--- src/rtl/core/text_encoding_sniffer_core_macros.svh ---
// assertion helpers shared by the sniffer core files
`ifndef TEXT_ENCODING_SNIFFER_CORE_MACROS_SVH
`define TEXT_ENCODING_SNIFFER_CORE_MACROS_SVH

// checked only while out of reset
`define TES_ASSERT(lbl, clk, rst_n, prop, msg) \
  lbl: assert property (@(posedge clk) disable iff (!rst_n) prop) else $error(msg);

// checked at every edge, reset included
`define TES_ASSERT_ALWAYS(lbl, clk, prop, msg) \
  lbl: assert property (@(posedge clk) prop) else $error(msg);

`endif

--- src/rtl/core/tes_pkg.sv ---
// ----------------------------------------------------------------------------
// tes_pkg
// Types, byte constants and lead byte decode for the text encoding sniffer.
// ----------------------------------------------------------------------------
package tes_pkg;

  typedef enum logic [2:0] {
    ENC_ANSI     = 3'd0,
    ENC_UTF8     = 3'd1,
    ENC_UTF8_BOM = 3'd2,
    ENC_UTF16_LE = 3'd3,
    ENC_UTF16_BE = 3'd4
  } encoding_e;

  localparam logic [7:0] BYTE_FC = 8'hFC;
  localparam logic [7:0] BYTE_FD = 8'hFD;
  localparam logic [7:0] BYTE_F8 = 8'hF8;
  localparam logic [7:0] BYTE_F0 = 8'hF0;
  localparam logic [7:0] BYTE_E0 = 8'hE0;
  localparam logic [7:0] BYTE_C0 = 8'hC0;
  localparam logic [7:0] BYTE_80 = 8'h80;
  localparam logic [7:0] BYTE_FF = 8'hFF;
  localparam logic [7:0] BYTE_FE = 8'hFE;
  localparam logic [7:0] BYTE_EF = 8'hEF;
  localparam logic [7:0] BYTE_BB = 8'hBB;
  localparam logic [7:0] BYTE_BF = 8'hBF;

  localparam logic [2:0] HEAD_DEPTH = 3'd3;
  localparam logic [2:0] SEEN_MAX   = 3'd4;

  // one request moving from the input register into the tracker
  typedef struct packed {
    logic       fire;
    logic       has_byte;
    logic       is_last;
    logic [7:0] data_byte;
  } track_req_t;

  // continuation bytes owed by a lead byte of 0xC0 or above
  function automatic logic [2:0] lead_cont(input logic [7:0] b);
    logic [2:0] n;
    if (b == BYTE_FC || b == BYTE_FD) begin
      n = 3'd5;
    end else if (b >= BYTE_F8) begin
      n = 3'd4;
    end else if (b >= BYTE_F0) begin
      n = 3'd3;
    end else if (b >= BYTE_E0) begin
      n = 3'd2;
    end else begin
      n = 3'd1;
    end
    return n;
  endfunction

endpackage

--- src/rtl/core/text_encoding_sniffer_core.sv ---
// ----------------------------------------------------------------------------
// text_encoding_sniffer_core
// Byte-stream text encoding sniffer with utf-8 check and byte order mark match.
// ----------------------------------------------------------------------------
// One byte per request, one request per cycle. The request is registered, the
// tracker updates its state from it, and on a request marked last the verdict
// is written to the result register as the request leaves the input register.
// Input stall rises only while a last request sits in the input register and
// the result register still holds an untaken verdict.
`include "text_encoding_sniffer_core_macros.svh"

module text_encoding_sniffer_core (
  input  logic       clk_i,
  input  logic       rst_ni,
  input  logic       in_valid_i,
  output logic       in_stall_o,
  input  logic [7:0] data_byte_i,
  input  logic       has_byte_i,
  input  logic       is_last_i,
  output logic       out_valid_o,
  input  logic       out_stall_i,
  output logic [2:0] encoding_o
);

  logic                 s1_valid_q;
  logic [7:0]           s1_byte_q;
  logic                 s1_has_q;
  logic                 s1_last_q;
  logic                 s1_fire;
  logic                 out_free;
  logic                 in_take;
  logic                 out_valid_q;
  tes_pkg::encoding_e   encoding_q;
  tes_pkg::encoding_e   verdict;
  tes_pkg::track_req_t  req;

  assign out_free   = !out_valid_q || !out_stall_i;
  // only a last request needs room in the result register
  assign s1_fire    = s1_valid_q && (!s1_last_q || out_free);
  assign in_stall_o = s1_valid_q && !s1_fire;
  assign in_take    = in_valid_i && !in_stall_o;

  assign req.fire      = s1_fire;
  assign req.has_byte  = s1_has_q;
  assign req.is_last   = s1_last_q;
  assign req.data_byte = s1_byte_q;

  tes_track u_track (
    .clk_i     (clk_i),
    .rst_ni    (rst_ni),
    .req_i     (req),
    .verdict_o (verdict)
  );

  always_ff @(posedge clk_i or negedge rst_ni) begin
    if (!rst_ni) begin
      s1_valid_q  <= 1'b0;
      out_valid_q <= 1'b0;
    end else begin
      if (in_take) begin
        s1_valid_q <= 1'b1;
      end else if (s1_fire) begin
        s1_valid_q <= 1'b0;
      end
      if (s1_fire && s1_last_q) begin
        out_valid_q <= 1'b1;
      end else if (!out_stall_i) begin
        out_valid_q <= 1'b0;
      end
    end
  end

  always_ff @(posedge clk_i) begin
    if (in_take) begin
      s1_byte_q <= data_byte_i;
      s1_has_q  <= has_byte_i;
      s1_last_q <= is_last_i;
    end
    if (s1_fire && s1_last_q) begin
      encoding_q <= verdict;
    end
  end

  assign out_valid_o = out_valid_q;
  assign encoding_o  = 3'(encoding_q);

  `TES_ASSERT(a_stall_only_on_last, clk_i, rst_ni,
    in_stall_o |-> s1_valid_q && s1_last_q && out_valid_q && out_stall_i,
    "input stalled without a blocked last request")

  `TES_ASSERT(a_last_gives_result, clk_i, rst_ni,
    s1_fire && s1_last_q |=> out_valid_q,
    "last request produced no result")

  `TES_ASSERT(a_nonlast_moves, clk_i, rst_ni,
    s1_valid_q && !s1_last_q |-> s1_fire,
    "non-last request held in input register")

endmodule

--- src/rtl/core/tes_track.sv ---
// ----------------------------------------------------------------------------
// tes_track
// Per-buffer utf-8 structure state, head bytes and verdict logic.
// ----------------------------------------------------------------------------
`include "text_encoding_sniffer_core_macros.svh"

module tes_track (
  input  logic                  clk_i,
  input  logic                  rst_ni,
  input  tes_pkg::track_req_t   req_i,
  output tes_pkg::encoding_e    verdict_o
);

  logic [2:0] cont_left_q, cont_left_d, cont_upd;
  logic       all_ascii_q, all_ascii_d, ascii_upd;
  logic       seen_invalid_q, seen_invalid_d, invalid_upd;
  logic [2:0] bytes_seen_q, bytes_seen_d, bytes_upd;
  logic [7:0] head_q [3];
  logic       take;

  assign take = req_i.fire && req_i.has_byte;

  // state after the byte of this request, before any end-of-buffer clear
  always_comb begin
    cont_upd    = cont_left_q;
    ascii_upd   = all_ascii_q;
    invalid_upd = seen_invalid_q;
    bytes_upd   = bytes_seen_q;
    if (take) begin
      if (bytes_seen_q < tes_pkg::SEEN_MAX) begin
        bytes_upd = bytes_seen_q + 3'd1;
      end
      if (req_i.data_byte[7]) begin
        ascii_upd = 1'b0;
      end
      if (!seen_invalid_q) begin
        if (cont_left_q == 3'd0) begin
          if (req_i.data_byte >= tes_pkg::BYTE_C0) begin
            cont_upd = tes_pkg::lead_cont(req_i.data_byte);
          end else if (req_i.data_byte >= tes_pkg::BYTE_80) begin
            invalid_upd = 1'b1;
          end
        end else if ((req_i.data_byte & tes_pkg::BYTE_C0) != tes_pkg::BYTE_80) begin
          invalid_upd = 1'b1;
        end else begin
          cont_upd = cont_left_q - 3'd1;
        end
      end
    end
  end

  always_comb begin
    if (req_i.fire && req_i.is_last) begin
      cont_left_d    = 3'd0;
      all_ascii_d    = 1'b1;
      seen_invalid_d = 1'b0;
      bytes_seen_d   = 3'd0;
    end else begin
      cont_left_d    = cont_upd;
      all_ascii_d    = ascii_upd;
      seen_invalid_d = invalid_upd;
      bytes_seen_d   = bytes_upd;
    end
  end

  // the head bytes that the marks need are already stored when the count allows a match
  always_comb begin
    if (bytes_upd >= tes_pkg::HEAD_DEPTH && head_q[0] == tes_pkg::BYTE_FF &&
        head_q[1] == tes_pkg::BYTE_FE) begin
      verdict_o = tes_pkg::ENC_UTF16_LE;
    end else if (bytes_upd >= tes_pkg::HEAD_DEPTH && head_q[0] == tes_pkg::BYTE_FE &&
                 head_q[1] == tes_pkg::BYTE_FF) begin
      verdict_o = tes_pkg::ENC_UTF16_BE;
    end else if (bytes_upd >= tes_pkg::SEEN_MAX && head_q[0] == tes_pkg::BYTE_EF &&
                 head_q[1] == tes_pkg::BYTE_BB && head_q[2] == tes_pkg::BYTE_BF) begin
      verdict_o = tes_pkg::ENC_UTF8_BOM;
    end else if (invalid_upd || cont_upd != 3'd0 || ascii_upd) begin
      verdict_o = tes_pkg::ENC_ANSI;
    end else begin
      verdict_o = tes_pkg::ENC_UTF8;
    end
  end

  always_ff @(posedge clk_i or negedge rst_ni) begin
    if (!rst_ni) begin
      cont_left_q    <= 3'd0;
      all_ascii_q    <= 1'b1;
      seen_invalid_q <= 1'b0;
      bytes_seen_q   <= 3'd0;
    end else begin
      cont_left_q    <= cont_left_d;
      all_ascii_q    <= all_ascii_d;
      seen_invalid_q <= seen_invalid_d;
      bytes_seen_q   <= bytes_seen_d;
    end
  end

  always_ff @(posedge clk_i) begin
    if (take && bytes_seen_q < tes_pkg::HEAD_DEPTH) begin
      head_q[bytes_seen_q[1:0]] <= req_i.data_byte;
    end
  end

  `TES_ASSERT(a_clear_after_last, clk_i, rst_ni,
    req_i.fire && req_i.is_last |=> cont_left_q == 3'd0 && all_ascii_q &&
    !seen_invalid_q && bytes_seen_q == 3'd0,
    "state not cleared after end of buffer")

  `TES_ASSERT_ALWAYS(a_owed_not_ascii, clk_i,
    cont_left_q != 3'd0 |-> !all_ascii_q,
    "continuation owed while buffer still all ascii")

  `TES_ASSERT(a_count_saturates, clk_i, rst_ni,
    bytes_seen_q == tes_pkg::SEEN_MAX && !(req_i.fire && req_i.is_last)
    |=> bytes_seen_q == tes_pkg::SEEN_MAX,
    "byte count left saturation")

  `TES_ASSERT(a_idle_holds, clk_i, rst_ni,
    !req_i.fire |=> $stable(cont_left_q) && $stable(bytes_seen_q) &&
    $stable(seen_invalid_q),
    "tracker state moved without a request")

endmodule

--- config.mk ---
export PLATFORM = sky130hd
export DESIGN_NAME = text_encoding_sniffer_core
export DESIGN_NICKNAME = d
export VERILOG_FILES = /design/src/rtl/core/tes_pkg.sv /design/src/rtl/core/text_encoding_sniffer_core.sv /design/src/rtl/core/tes_track.sv
export VERILOG_INCLUDE_DIRS = /design/src /design/src/rtl/core
export SDC_FILE = /design/constraint.sdc
export NUM_CORES = 1
export LEC_CHECK = 0
export ABC_AREA = 1
export BUFFER_PORTS_ARGS = -buffer_cell sky130_fd_sc_hd__buf_2
export CORE_MARGIN = 2
export CORE_UTILIZATION = 55
export CTS_BUF_LIST = sky130_fd_sc_hd__clkbuf_8
export DETAILED_ROUTE_END_ITERATION = 6
export PLACE_DENSITY = 0.88
export REMOVE_ABC_BUFFERS = 1
export SYNTH_ARGS = -nofsm -noshare
export SYNTH_HDL_FRONTEND = slang
export SYNTH_SLANG_ARGS = --single-unit
--- constraint.sdc ---
create_clock -name clk_i -period 1.55 [get_ports clk_i]
set_input_delay 0 -clock clk_i [delete_from_list [all_inputs] [get_ports clk_i]]
set_output_delay 0 -clock clk_i [all_outputs]
set_load 0.005 [all_outputs]
==> results of run 1 <==
[through the flow]
stage | instances | TNS, ns | total power [W]
after floorplan | 206 | -0.838 | 0.00200
after global placement | 286 | -0.0771 | 0.00222
after detailed placement | 286 | -0.116 | 0.00225
after CTS | 309 | -0.0283 | 0.00313
after global routing | 318 | -2.76 | 0.00349
final | 318 | -0.515 | 0.00336
[area by class of cell]
| cell class | count | area, um2 | share of cell area |
|---|---|---|---|
| Clock buffer | 5 | 68.8 | 0.0247 |
| Clock inverter | 3 | 27.5 | 0.00986 |
| Inverter | 36 | 135 | 0.0484 |
| Multi-Input combinational cell | 123 | 717 | 0.257 |
| Sequential cell | 47 | 1360 | 0.488 |
| Tap cell | 48 | 60.1 | 0.0215 |
| Timing Repair Buffer | 56 | 420 | 0.151 |
[sequential cells by signal (all words and copies together) (netlist names)]
name and cells:
u_track.seen_invalid_q 1, u_track.head_q 24, s1_valid_q 1, encoding_o 3, s1_byte_q 8, s1_last_q 1
u_track.bytes_seen_q 3, s1_has_q 1, u_track.cont_left_q 3, out_valid_o 1, u_track.all_ascii_q 1
[cells by family (layout without fill, tap and decap cells)]
logic type / count (synthesis) / after routing
fa+ha+maj: 6 / 6
compound gates: 9 / 9
simple gates: 107 / 107
flops: 47 / 47
buf+inv: 37 / 100
xor+xnor: 1 / 1
[final timing paths]
check                                            start                       to  slack, ns  depth (start not counted)
min in group clk_i                      data_byte_i[2]             s1_byte_q[2]       0.39                          2
worst min register to register            s1_byte_q[2]     u_track.head_q[2][2]       0.51                          0
worst min-delay path                            rst_ni  u_track.bytes_seen_q[2]       0.09                          2
worst max-delay path            u_track.cont_left_q[0]            encoding_o[0]      -0.19                          9
max in group asynchronous                       rst_ni      u_track.all_ascii_q       1.20                          2
worst max register to register  u_track.cont_left_q[0]            encoding_o[0]      -0.19                          9
[cells in the mapped netlist]
| cell type | number | area (um2) |
|---|---|---|
| a21boi_0 | 1 | 7.51 |
| a21oi_1 | 4 | 20.0 |
| buf_6 | 1 | 11.3 |
| dfrtp_1 | 9 | 225 |
| dfstp_2 | 1 | 26.3 |
| edfxtp_1 | 37 | 1110 |
| ha_1 | 6 | 75.1 |
| inv_1 | 31 | 116 |
| inv_2 | 5 | 18.8 |
| nand2_1 | 44 | 165 |
| nand2_2 | 6 | 37.5 |
| nand3_1 | 14 | 70.1 |
| nand3_2 | 1 | 10.0 |
| nand3_4 | 1 | 17.5 |
| nand3b_1 | 1 | 7.51 |
| nand4_1 | 5 | 31.3 |
| nor2_1 | 29 | 109 |
| nor2_2 | 1 | 6.26 |
| nor2_4 | 1 | 11.3 |
| nor3_1 | 2 | 10.0 |
| nor3b_1 | 1 | 7.51 |
| nor4_1 | 1 | 6.26 |
| o211ai_1 | 1 | 7.51 |
| o21ai_0 | 2 | 10.0 |
| o21ai_1 | 1 | 5.00 |
| xnor2_1 | 1 | 8.76 |
[critical path, delay by kind of cell (launching register included)]
kind | cells | cell delay (ns)
DFF | 1 | 0.42
buffers and inverters | 1 | 0.14
adders and majority gates | 1 | 0.19
AOI/OAI and AO/OA | 3 | 0.40
and+or+nand+nor | 4 | 0.35
[routing by layer]
layer / vias to the layer above / part of all wire
li1: 797 / -
met3: 24 / 0.072
met4: 0 / 0.036
met2: 92 / 0.51
met5: - / 0
met1: 799 / 0.38
[power by group]
part | leakage [nW] | internal, W | switching, W
logic | 0.752 | 0.000436 | 0.000553
clock network | 0.0467 | 0.000334 | 0.000451
registers | 0.468 | 0.00149 | 0.0000964
total | 1.27 | 0.00226 | 0.00110
[cells in the final DEF, fill, tap and decap left out]
cell type and count:
edfxtp_1 37, nand2_1 36, inv_1 26, nor2_1 26, buf_4 22, buf_2 18
nand2_2 13, dlygate4sd3_1 13, inv_2 10, nand3_1 10, dfrtp_1 9, nand3_2 5
nand4_1 5, clkbuf_8 5, nor2_2 4, a21oi_1 4, ha_4 3, ha_1 3
nor3_1 2, buf_6 2, nand3_4 1, xnor2_1 1, nand2_4 1, nor2_4 1
a21boi_0 1, o21ai_0 1, o21ai_2 1, o211ai_1 1, o21ai_1 1, nor4_1 1
nor3b_1 1, nand3b_1 1, clkinvlp_4 1, inv_8 1, inv_6 1, dlymetal6s4s_1 1
dfstp_2 1
[timing repair]
| action | in CTS | in global routing |
|---|---|---|
| resized for setup | 11 | 20 |
| pin swaps | 8 | 15 |
| setup buffers | 1 | 9 |
| endpoints found under the setup margin | 2 | 27 |
| hold buffers | 14 | 0 |
| endpoints found under the hold margin | 22 | 0 |
==> impl_metrics.yaml, run 1 <==
min_path:
  min_path_type: "input pin to asynchronous set/reset pin"
synth:
  avgSynthCellArea_um2: 10.3
  yosys.cell_types.count: 26
  synth_compound_gate_area_share: 0.0235
  synth_top_family_by_area: "simple AND/OR/NAND/NOR gates"
  syn-instance-count: 207
  ys_seq_area_frac: 0.639
  synth_fa_ha_area_frac: 0.0352
  synth-xor-area-share: 0.00411
  synth-seq-cells: 47
  synth_simple_gate_area_share: 0.229
  ys_warn_count: 0
  muxShareOfSynthArea: 0
  mappedNetlistArea_um2: 2130
global_route:
  grt_max_degree: 18
  grt_pass1_vias: 1626
  use_met3: 0.0528
  grt_first_pass_wirelength_mm: 7.47
  grt_busiest_layer: "met2"
  use_met2: 0.399
  grt_usage: 0.236
  overflow: 0
  use_met1: 0.290
  antenna_found_initial: 0
die:
  num_rows: 22
  die-area_um2: 4390
  die_w_um: 66.3
  initial_core_util: 0.578
  die_y_um: 66.3
  ioPinCount: 19
  coreArea_um2: 3690
sta:
  max_clock_freq_mhz: 574
  skew_ns: 0.00523
  maxSlewViolCount: 0
  slew_headroom: 0.745
  tightest_slew_ns: 0.380
  timing.final.ws_setup_ns: -0.193
  period_share: 1.12
  hold_slack_ns: 0.0873
  setup_viol: 24
  rsz0062_at_grt: "true"
  min_period_ns: 1.74
  final_hold_viol_count: 0
power_and_ir_drop:
  p_per_area_nw_per_um2: 1200
  p_leak_nw: 1.27
  vdd_drop_max_mv: 0.811
cells_and_area:
  fin_util: 0.757
  fin_nets: 289
  area_growth_pct: 30.9
  drive_above_1_share: 0.333
  fillers: 213
  final_cell_area_um2: 2790
  diodes: 0
placed_design:
  dp_hpwl_mm: 2.76
  dp_slack_ns: -0.116
  place_area_um2: 2380
  gp_congestion: 0.912
  numPortBuffers: 18
clock_network:
  clock-root-buffer: "clkbuf_8"
  cts_tree: "yes"
  cts_made_buffers: 5
  path_clk_slew_ns: 0.09
  clk_path_buf_depth: 2
  htree_levels: 2
  clock_latency_ns: 0.31
  cts.sinks: 47
detailed_routing:
  viasPerCell: 5.38
  wl_mm: 5.26
  num_vias: 1712
  drtIter0Drc: 130
  first_pass_iters: 4
  drtAntennaViolNets: 0
  drc: 0
  wire_per_inst_um: 16.5
setup_path:
  cpMaxStageDelayCell: "dfrtp_1"
  worst-endpoint-required_ns: 1.62
  start_kind: "register"
  crit_path_end_kind: "register"
  crit_type: "register to register"
  crit_path_cell_trace: "inv_2, ha_4, nand2_4, a21oi_1, o21ai_0, nand3_1, o21ai_2, nand3_2, nand2_1"
  crit_path_max_fanout: 5
  worstPathArrival_ns: 1.81
  slowest_delay_ns: 0.42
run_status:
  failed_checks: "setup timing"
  outcome: "finished, violations left"
run:
  drv_cap: 0
Note: power is estimated with default switching activity, not from simulation.
==> run 2: changes to the inputs <==
==> constraint.sdc (replaced) <==
create_clock -name clk_i -period 1.55 [get_ports clk_i]
set_input_delay 0.2325 -clock clk_i [delete_from_list [all_inputs] [get_ports clk_i]]
set_output_delay 0.2325 -clock clk_i [all_outputs]
set_load 0.005 [all_outputs]
==> impl_metrics.yaml, run 2 (synthesis gave the netlist of run 1 again) <==
run_status:
  outcome: "finished, violations left"
  failed_checks: "setup timing"
die:
  num_rows: 22
  initial_core_util: 0.578
  die-area_um2: 4390
  die_y_um: 66.3
  coreArea_um2: 3690
  ioPinCount: 19
  die_w_um: 66.3
detailed_routing:
  wire_per_inst_um: 14.6
  drc: 0
  drtAntennaViolNets: 0
  first_pass_iters: 4
  num_vias: 1598
  top_layer: "met4"
  viasPerCell: 5.27
  route.met3.wl_um: 297
  drtIter0Drc: 105
  wl_met2_mm: 2.29
  wl_mm: 4.43
  drt-met1-wl_mm: 1.74
clock_network:
  clock_latency_ns: 0.31
  cts_tree: "yes"
  path_clk_slew_ns: 0.09
  clock-root-buffer: "clkbuf_8"
  cts_made_buffers: 5
  htree_levels: 2
  cts.sinks: 47
  clk_path_buf_depth: 2
global_route:
  overflow: 0
  grt_first_pass_wirelength_mm: 6.48
  grt_usage: 0.204
  antenna_found_initial: 0
  grt_pass1_vias: 1502
  grt_max_degree: 18
setup_path:
  start_kind: "register"
  crit_type: "register to register"
  worst-endpoint-required_ns: 1.62
  crit_path_max_fanout: 5
  slowest_delay_ns: 0.41
  crit_path_cell_trace: "inv_2, ha_4, nand2_4, a21oi_1, o21ai_0, nand3_1, o21ai_2, nand3_1, nand2_1"
  worstPathArrival_ns: 1.74
  cpMaxStageDelayCell: "dfrtp_1"
  crit_path_frequent_cell: "nand3_1"
  crit_path_end_kind: "register"
  worstRegToRegCells: 9
sta:
  rsz0062_at_grt: "true"
  tightest_slew_ns: 0.303
  skew_ns: 0.00409
  period_share: 1.08
  setup_viol: 1
  maxSlewViolCount: 0
  max_clock_freq_mhz: 599
  timing.final.ws_setup_ns: -0.119
  slew_headroom: 0.796
  min_period_ns: 1.67
  final_hold_viol_count: 0
cells_and_area:
  final_cell_mix: "nand2_1 (39), edfxtp_1 (37), inv_1 (27), nor2_1 (24), buf_4 (19)"
  fin_cells: 303
  drive_above_1_share: 0.333
  fillers: 265
  fin_nets: 274
  area_growth_pct: 23.8
  mostFrequentLayoutCell: "nand2_1"
  largest_reg_flops: 24
  fin_util: 0.715
  diodes: 0
  final_cell_area_um2: 2640
min_path:
  min_path_type: "input pin to register"
  worstHoldPathCells: 1
power_and_ir_drop:
  p_per_area_nw_per_um2: 1230
  p_leak_nw: 1.19
  vdd_drop_max_mv: 0.775
placed_design:
  dp.cells: 286
  gp_congestion: 0.912
  place_area_um2: 2380
  dp_hpwl_mm: 2.76
  numPortBuffers: 18
run:
  drv_cap: 0
[run 2: cell type report]
cell class / instances / area, um2 / area share
sequential: 47 / 1360 / 0.516
multi-input combinational: 123 / 708 / 0.268
timing repair buffer: 41 / 277 / 0.105
inverter: 36 / 135 / 0.0512
clock buffer: 5 / 68.8 / 0.0261
tap: 48 / 60.1 / 0.0228
clock inverter: 3 / 27.5 / 0.0104
[run 2: worst paths after layout]
| check | startpoint | slack [ns] | end |
|---|---|---|---|
| worst max-delay path | u_track.cont_left_q[0] | -0.12 | encoding_o[0] |
| worst min-delay path | data_byte_i[1] | 0.09 | s1_byte_q[1] |
| worst min register to register | u_track.all_ascii_q | 0.52 | u_track.all_ascii_q |
| min in group asynchronous | rst_ni | 0.32 | u_track.bytes_seen_q[1] |
| worst max register to register | u_track.cont_left_q[0] | -0.12 | encoding_o[0] |
| max in group asynchronous | rst_ni | 0.98 | u_track.all_ascii_q |
[run 2: metal layers]
layer  GRT usage  vias to the layer above
met3      0.0511                       11
li1            -                      763
met2       0.341                       73
met5           0                        -
met1       0.246                      751
met4      0.0969                        0
[run 2: critical path, delay by kind of cell (launching register included)]
kind                     cells  cell delay [ns]
AO/OA/AOI/OAI                3             0.38
buffers and inverters        1             0.13
flip-flops                   1             0.41
AND/OR/NAND/NOR              4             0.34
adder cells (fa/ha/maj)      1             0.20
[run 2: power by group]
group          total [W]  switching, W  internal (W)
Combinational   0.000896      0.000505      0.000391
Sequential       0.00158     0.0000927       0.00149
Clock           0.000780      0.000446      0.000334
Total            0.00326       0.00104       0.00221
[run 2: stage by stage]
step | setup WS (ns) | hold WS [ns] | setup TNS (ns) | power (W)
2_1_floorplan | -0.0343 | -0.0631 | -0.838 | 0.00200
3_3_place_gp | -0.0771 | 0.109 | -0.0771 | 0.00222
3_5_place_dp | -0.116 | 0.106 | -0.116 | 0.00225
4_1_cts | -0.0283 | 0.0887 | -0.0283 | 0.00310
5_1_grt | -0.198 | 0.0787 | -1.38 | 0.00342
6_report | -0.119 | 0.0922 | -0.119 | 0.00326
[run 2: what timing repair did]
action,CTS,global route
pin swaps,8,13
setup endpoints to repair,2,27
endpoints found under the hold margin,9,0
hold buffers,1,0
gates resized for setup,11,17
buffers inserted,1,7
==> run 3: changes to the inputs <==
--- a/config.mk
+++ b/config.mk
@@ -6,13 +6,12 @@
 export SDC_FILE = /design/constraint.sdc
 export NUM_CORES = 1
 export LEC_CHECK = 0
-export ABC_AREA = 1
 export BUFFER_PORTS_ARGS = -buffer_cell sky130_fd_sc_hd__buf_2
 export CORE_MARGIN = 2
 export CORE_UTILIZATION = 55
 export CTS_BUF_LIST = sky130_fd_sc_hd__clkbuf_8
 export DETAILED_ROUTE_END_ITERATION = 6
-export PLACE_DENSITY = 0.88
+export PLACE_DENSITY = 0.89
 export REMOVE_ABC_BUFFERS = 1
 export SYNTH_ARGS = -nofsm -noshare
 export SYNTH_HDL_FRONTEND = slang
==> impl_metrics.yaml, run 3 <==
synth:
  yosys.cell_types.count: 42
  synth_compound_gate_area_share: 0.0830
  synth_top_family_by_area: "simple AND/OR/NAND/NOR gates"
  yosys.area.top_type: "edfxtp_1"
  ys_top_cells_by_area: "edfxtp_1 (56%), dfrtp_1 (11%), ha_1 (3.8%)"
  synth-seq-cells: 47
  ys_seq_area_frac: 0.684
  synth.most_common_cell: "edfxtp_1"
  synth_common_cells: "edfxtp_1 (37), nand2_1 (13), nor2_1 (13), dfrtp_1 (9)"
  ys_warn_count: 0
  synth-xor-area-share: 0.00880
  muxShareOfSynthArea: 0.0163
  yosys_most_used_dff: "edfxtp_1"
  mappedNetlistArea_um2: 1990
  synthArstFlopShare: 0.213
  synth-edff-count: 37
  avgSynthCellArea_um2: 13.9
  syn-instance-count: 143
  synth_fa_ha_area_frac: 0.0377
  synth_simple_gate_area_share: 0.151
  synth_top_area_frac: 0.558
cells_and_area:
  drive_above_1_share: 0.493
  final_cell_mix: "edfxtp_1 (37), buf_4 (30), buf_2 (18), nor2_1 (12), nand2_1 (11)"
  fillers: 155
  final_cell_area_um2: 2820
  diodes: 0
  mostFrequentLayoutCell: "edfxtp_1"
  fin_nets: 228
  fin_util: 0.825
  area_growth_pct: 41.5
  largest_reg_flops: 24
global_route:
  grt_first_pass_wirelength_mm: 7.98
  grt_max_degree: 17
  grt_usage: 0.269
  antenna_found_initial: 0
  grt_pass1_vias: 1610
  overflow: 0
sta:
  slew_headroom: 0.645
  tightest_slew_ns: 0.528
  min_period_ns: 1.78
  setup_viol: 29
  period_share: 1.15
  rsz0062_at_grt: "true"
  timing.final.ws_setup_ns: -0.227
  maxSlewViolCount: 0
  final_hold_viol_count: 0
  max_clock_freq_mhz: 563
  hold_slack_ns: 0.0907
  skew_ns: 0.00582
die:
  num_rows: 21
  die_w_um: 64.2
  die_y_um: 64.2
  ioPinCount: 19
  coreArea_um2: 3420
  die-area_um2: 4120
  initial_core_util: 0.583
setup_path:
  cpMaxStageDelayCell: "dfrtp_1"
  crit_path_max_fanout: 5
  crit_path_end_kind: "register"
  crit_buf_inv: 1
  worstPathArrival_ns: 1.85
  worst-endpoint-required_ns: 1.62
  slowest_delay_ns: 0.42
  path_delay_family: "compound AO/OA/AOI/OAI gates"
  crit_type: "register to register"
  crit_path_cell_trace: "inv_2, ha_4, nor2b_4, nand3b_1, a211oi_2, o32ai_2, nand2_1, o21ai_1"
  start_kind: "register"
detailed_routing:
  viasPerCell: 5.92
  drtAntennaViolNets: 0
  drc: 0
  first_pass_iters: 5
  drtIter0Drc: 124
  num_vias: 1510
  wl_mm: 5.38
  wire_per_inst_um: 21.1
clock_network:
  path_clk_slew_ns: 0.09
  cts_made_buffers: 5
  clock-root-buffer: "clkbuf_8"
  cts.sinks: 47
  clk_path_buf_depth: 2
  clock_latency_ns: 0.31
  cts_tree: "yes"
  htree_levels: 2
power_and_ir_drop:
  p_leak_nw: 1.11
  p_per_area_nw_per_um2: 1310
  vdd_drop_max_mv: 0.954
  total_power_w: 0.00368
placed_design:
  place_area_um2: 2410
  dp_slack_ns: -0.386
  dp_hpwl_mm: 3.34
  gp_congestion: 1.02
  numPortBuffers: 18
min_path:
  min_path_type: "input pin to register"
run:
  drv_cap: 0
run_status:
  failed_checks: "setup timing"
  outcome: "finished, violations left"
-- run 3: cell types whose count changed in the layout (fill, tap and decap cells not counted), moves of 3 or more --
| cell | delta |
|---|---|
| nand3_1 | -7 |
| nor2_1 | -12 |
| buf_4 | +11 |
| inv_2 | -5 |
| inv_1 | -24 |
| nor2_2 | -5 |
| nand2_1 | -28 |
| nand2_2 | -8 |
| buf_6 | +4 |
| nand4b_1 | +3 |
| and3_4 | +4 |
-- run 3: through the flow --
step / cells / setup TNS, ns
2_1_floorplan: 142 / -0.714
3_3_place_gp: 241 / -0.872
3_5_place_dp: 241 / -2.56
4_1_cts: 253 / -0.409
5_1_grt: 255 / -2.34
6_report: 255 / -1.35
-- run 3: cell type report --
type | instances | area, um2 | area share
clock buffers | 5 | 68.8 | 0.0244
clock inverters | 3 | 22.5 | 0.00800
inverters | 7 | 26.3 | 0.00933
multi-input cells | 88 | 820 | 0.291
flip-flops and latches | 47 | 1360 | 0.484
well taps | 46 | 57.6 | 0.0204
repair buffers | 59 | 459 | 0.163
-- run 3: cells by family (layout without fill, tap and decap cells) --
family	count (synthesis)	after routing
AO/OA/AOI/OAI	22	22
AND/OR/NAND/NOR	56	56
buffers and inverters	8	74
multiplexers	2	2
adder cells (fa/ha/maj)	6	6
flip-flops	47	47
XOR/XNOR	2	2
-- run 3: per-layer routing --
layer / share of wire / vias up / global-route usage
met5: 0 / - / 0
met4: 0.028 / 0 / 0.101
met3: 0.050 / 16 / 0.0634
met2: 0.54 / 69 / 0.490
met1: 0.38 / 748 / 0.304
li1: - / 677 / -
-- run 3: timing repair --
item                       in CTS  in global routing
hold endpoints to repair        9                  0
pin swaps                      13                 12
hold buffers                    1                  0
gates resized for setup        36                 17
setup endpoints to repair      30                 41
setup buffers                   3                  2
-- run 3: worst paths after layout --
kind	start	endpoint	slack, ns	cells past startpoint
max in group asynchronous	rst_ni	u_track.all_ascii_q	0.97	2
worst max register to register	u_track.cont_left_q[1]	encoding_o[0]	-0.23	8
worst max-delay path	u_track.cont_left_q[1]	encoding_o[0]	-0.23	8
min in group asynchronous	rst_ni	u_track.bytes_seen_q[2]	0.31	2
worst min register to register	s1_byte_q[0]	u_track.head_q[2][0]	0.51	0
worst min-delay path	data_byte_i[5]	s1_byte_q[5]	0.09	1
-- run 3: report_power, final --
part	internal, W	leakage [nW]	switching (W)	total (W)
combinational	0.000643	0.587	0.000605	0.00125
sequential	0.00153	0.472	0.000121	0.00165
clock	0.000327	0.0489	0.000450	0.000777
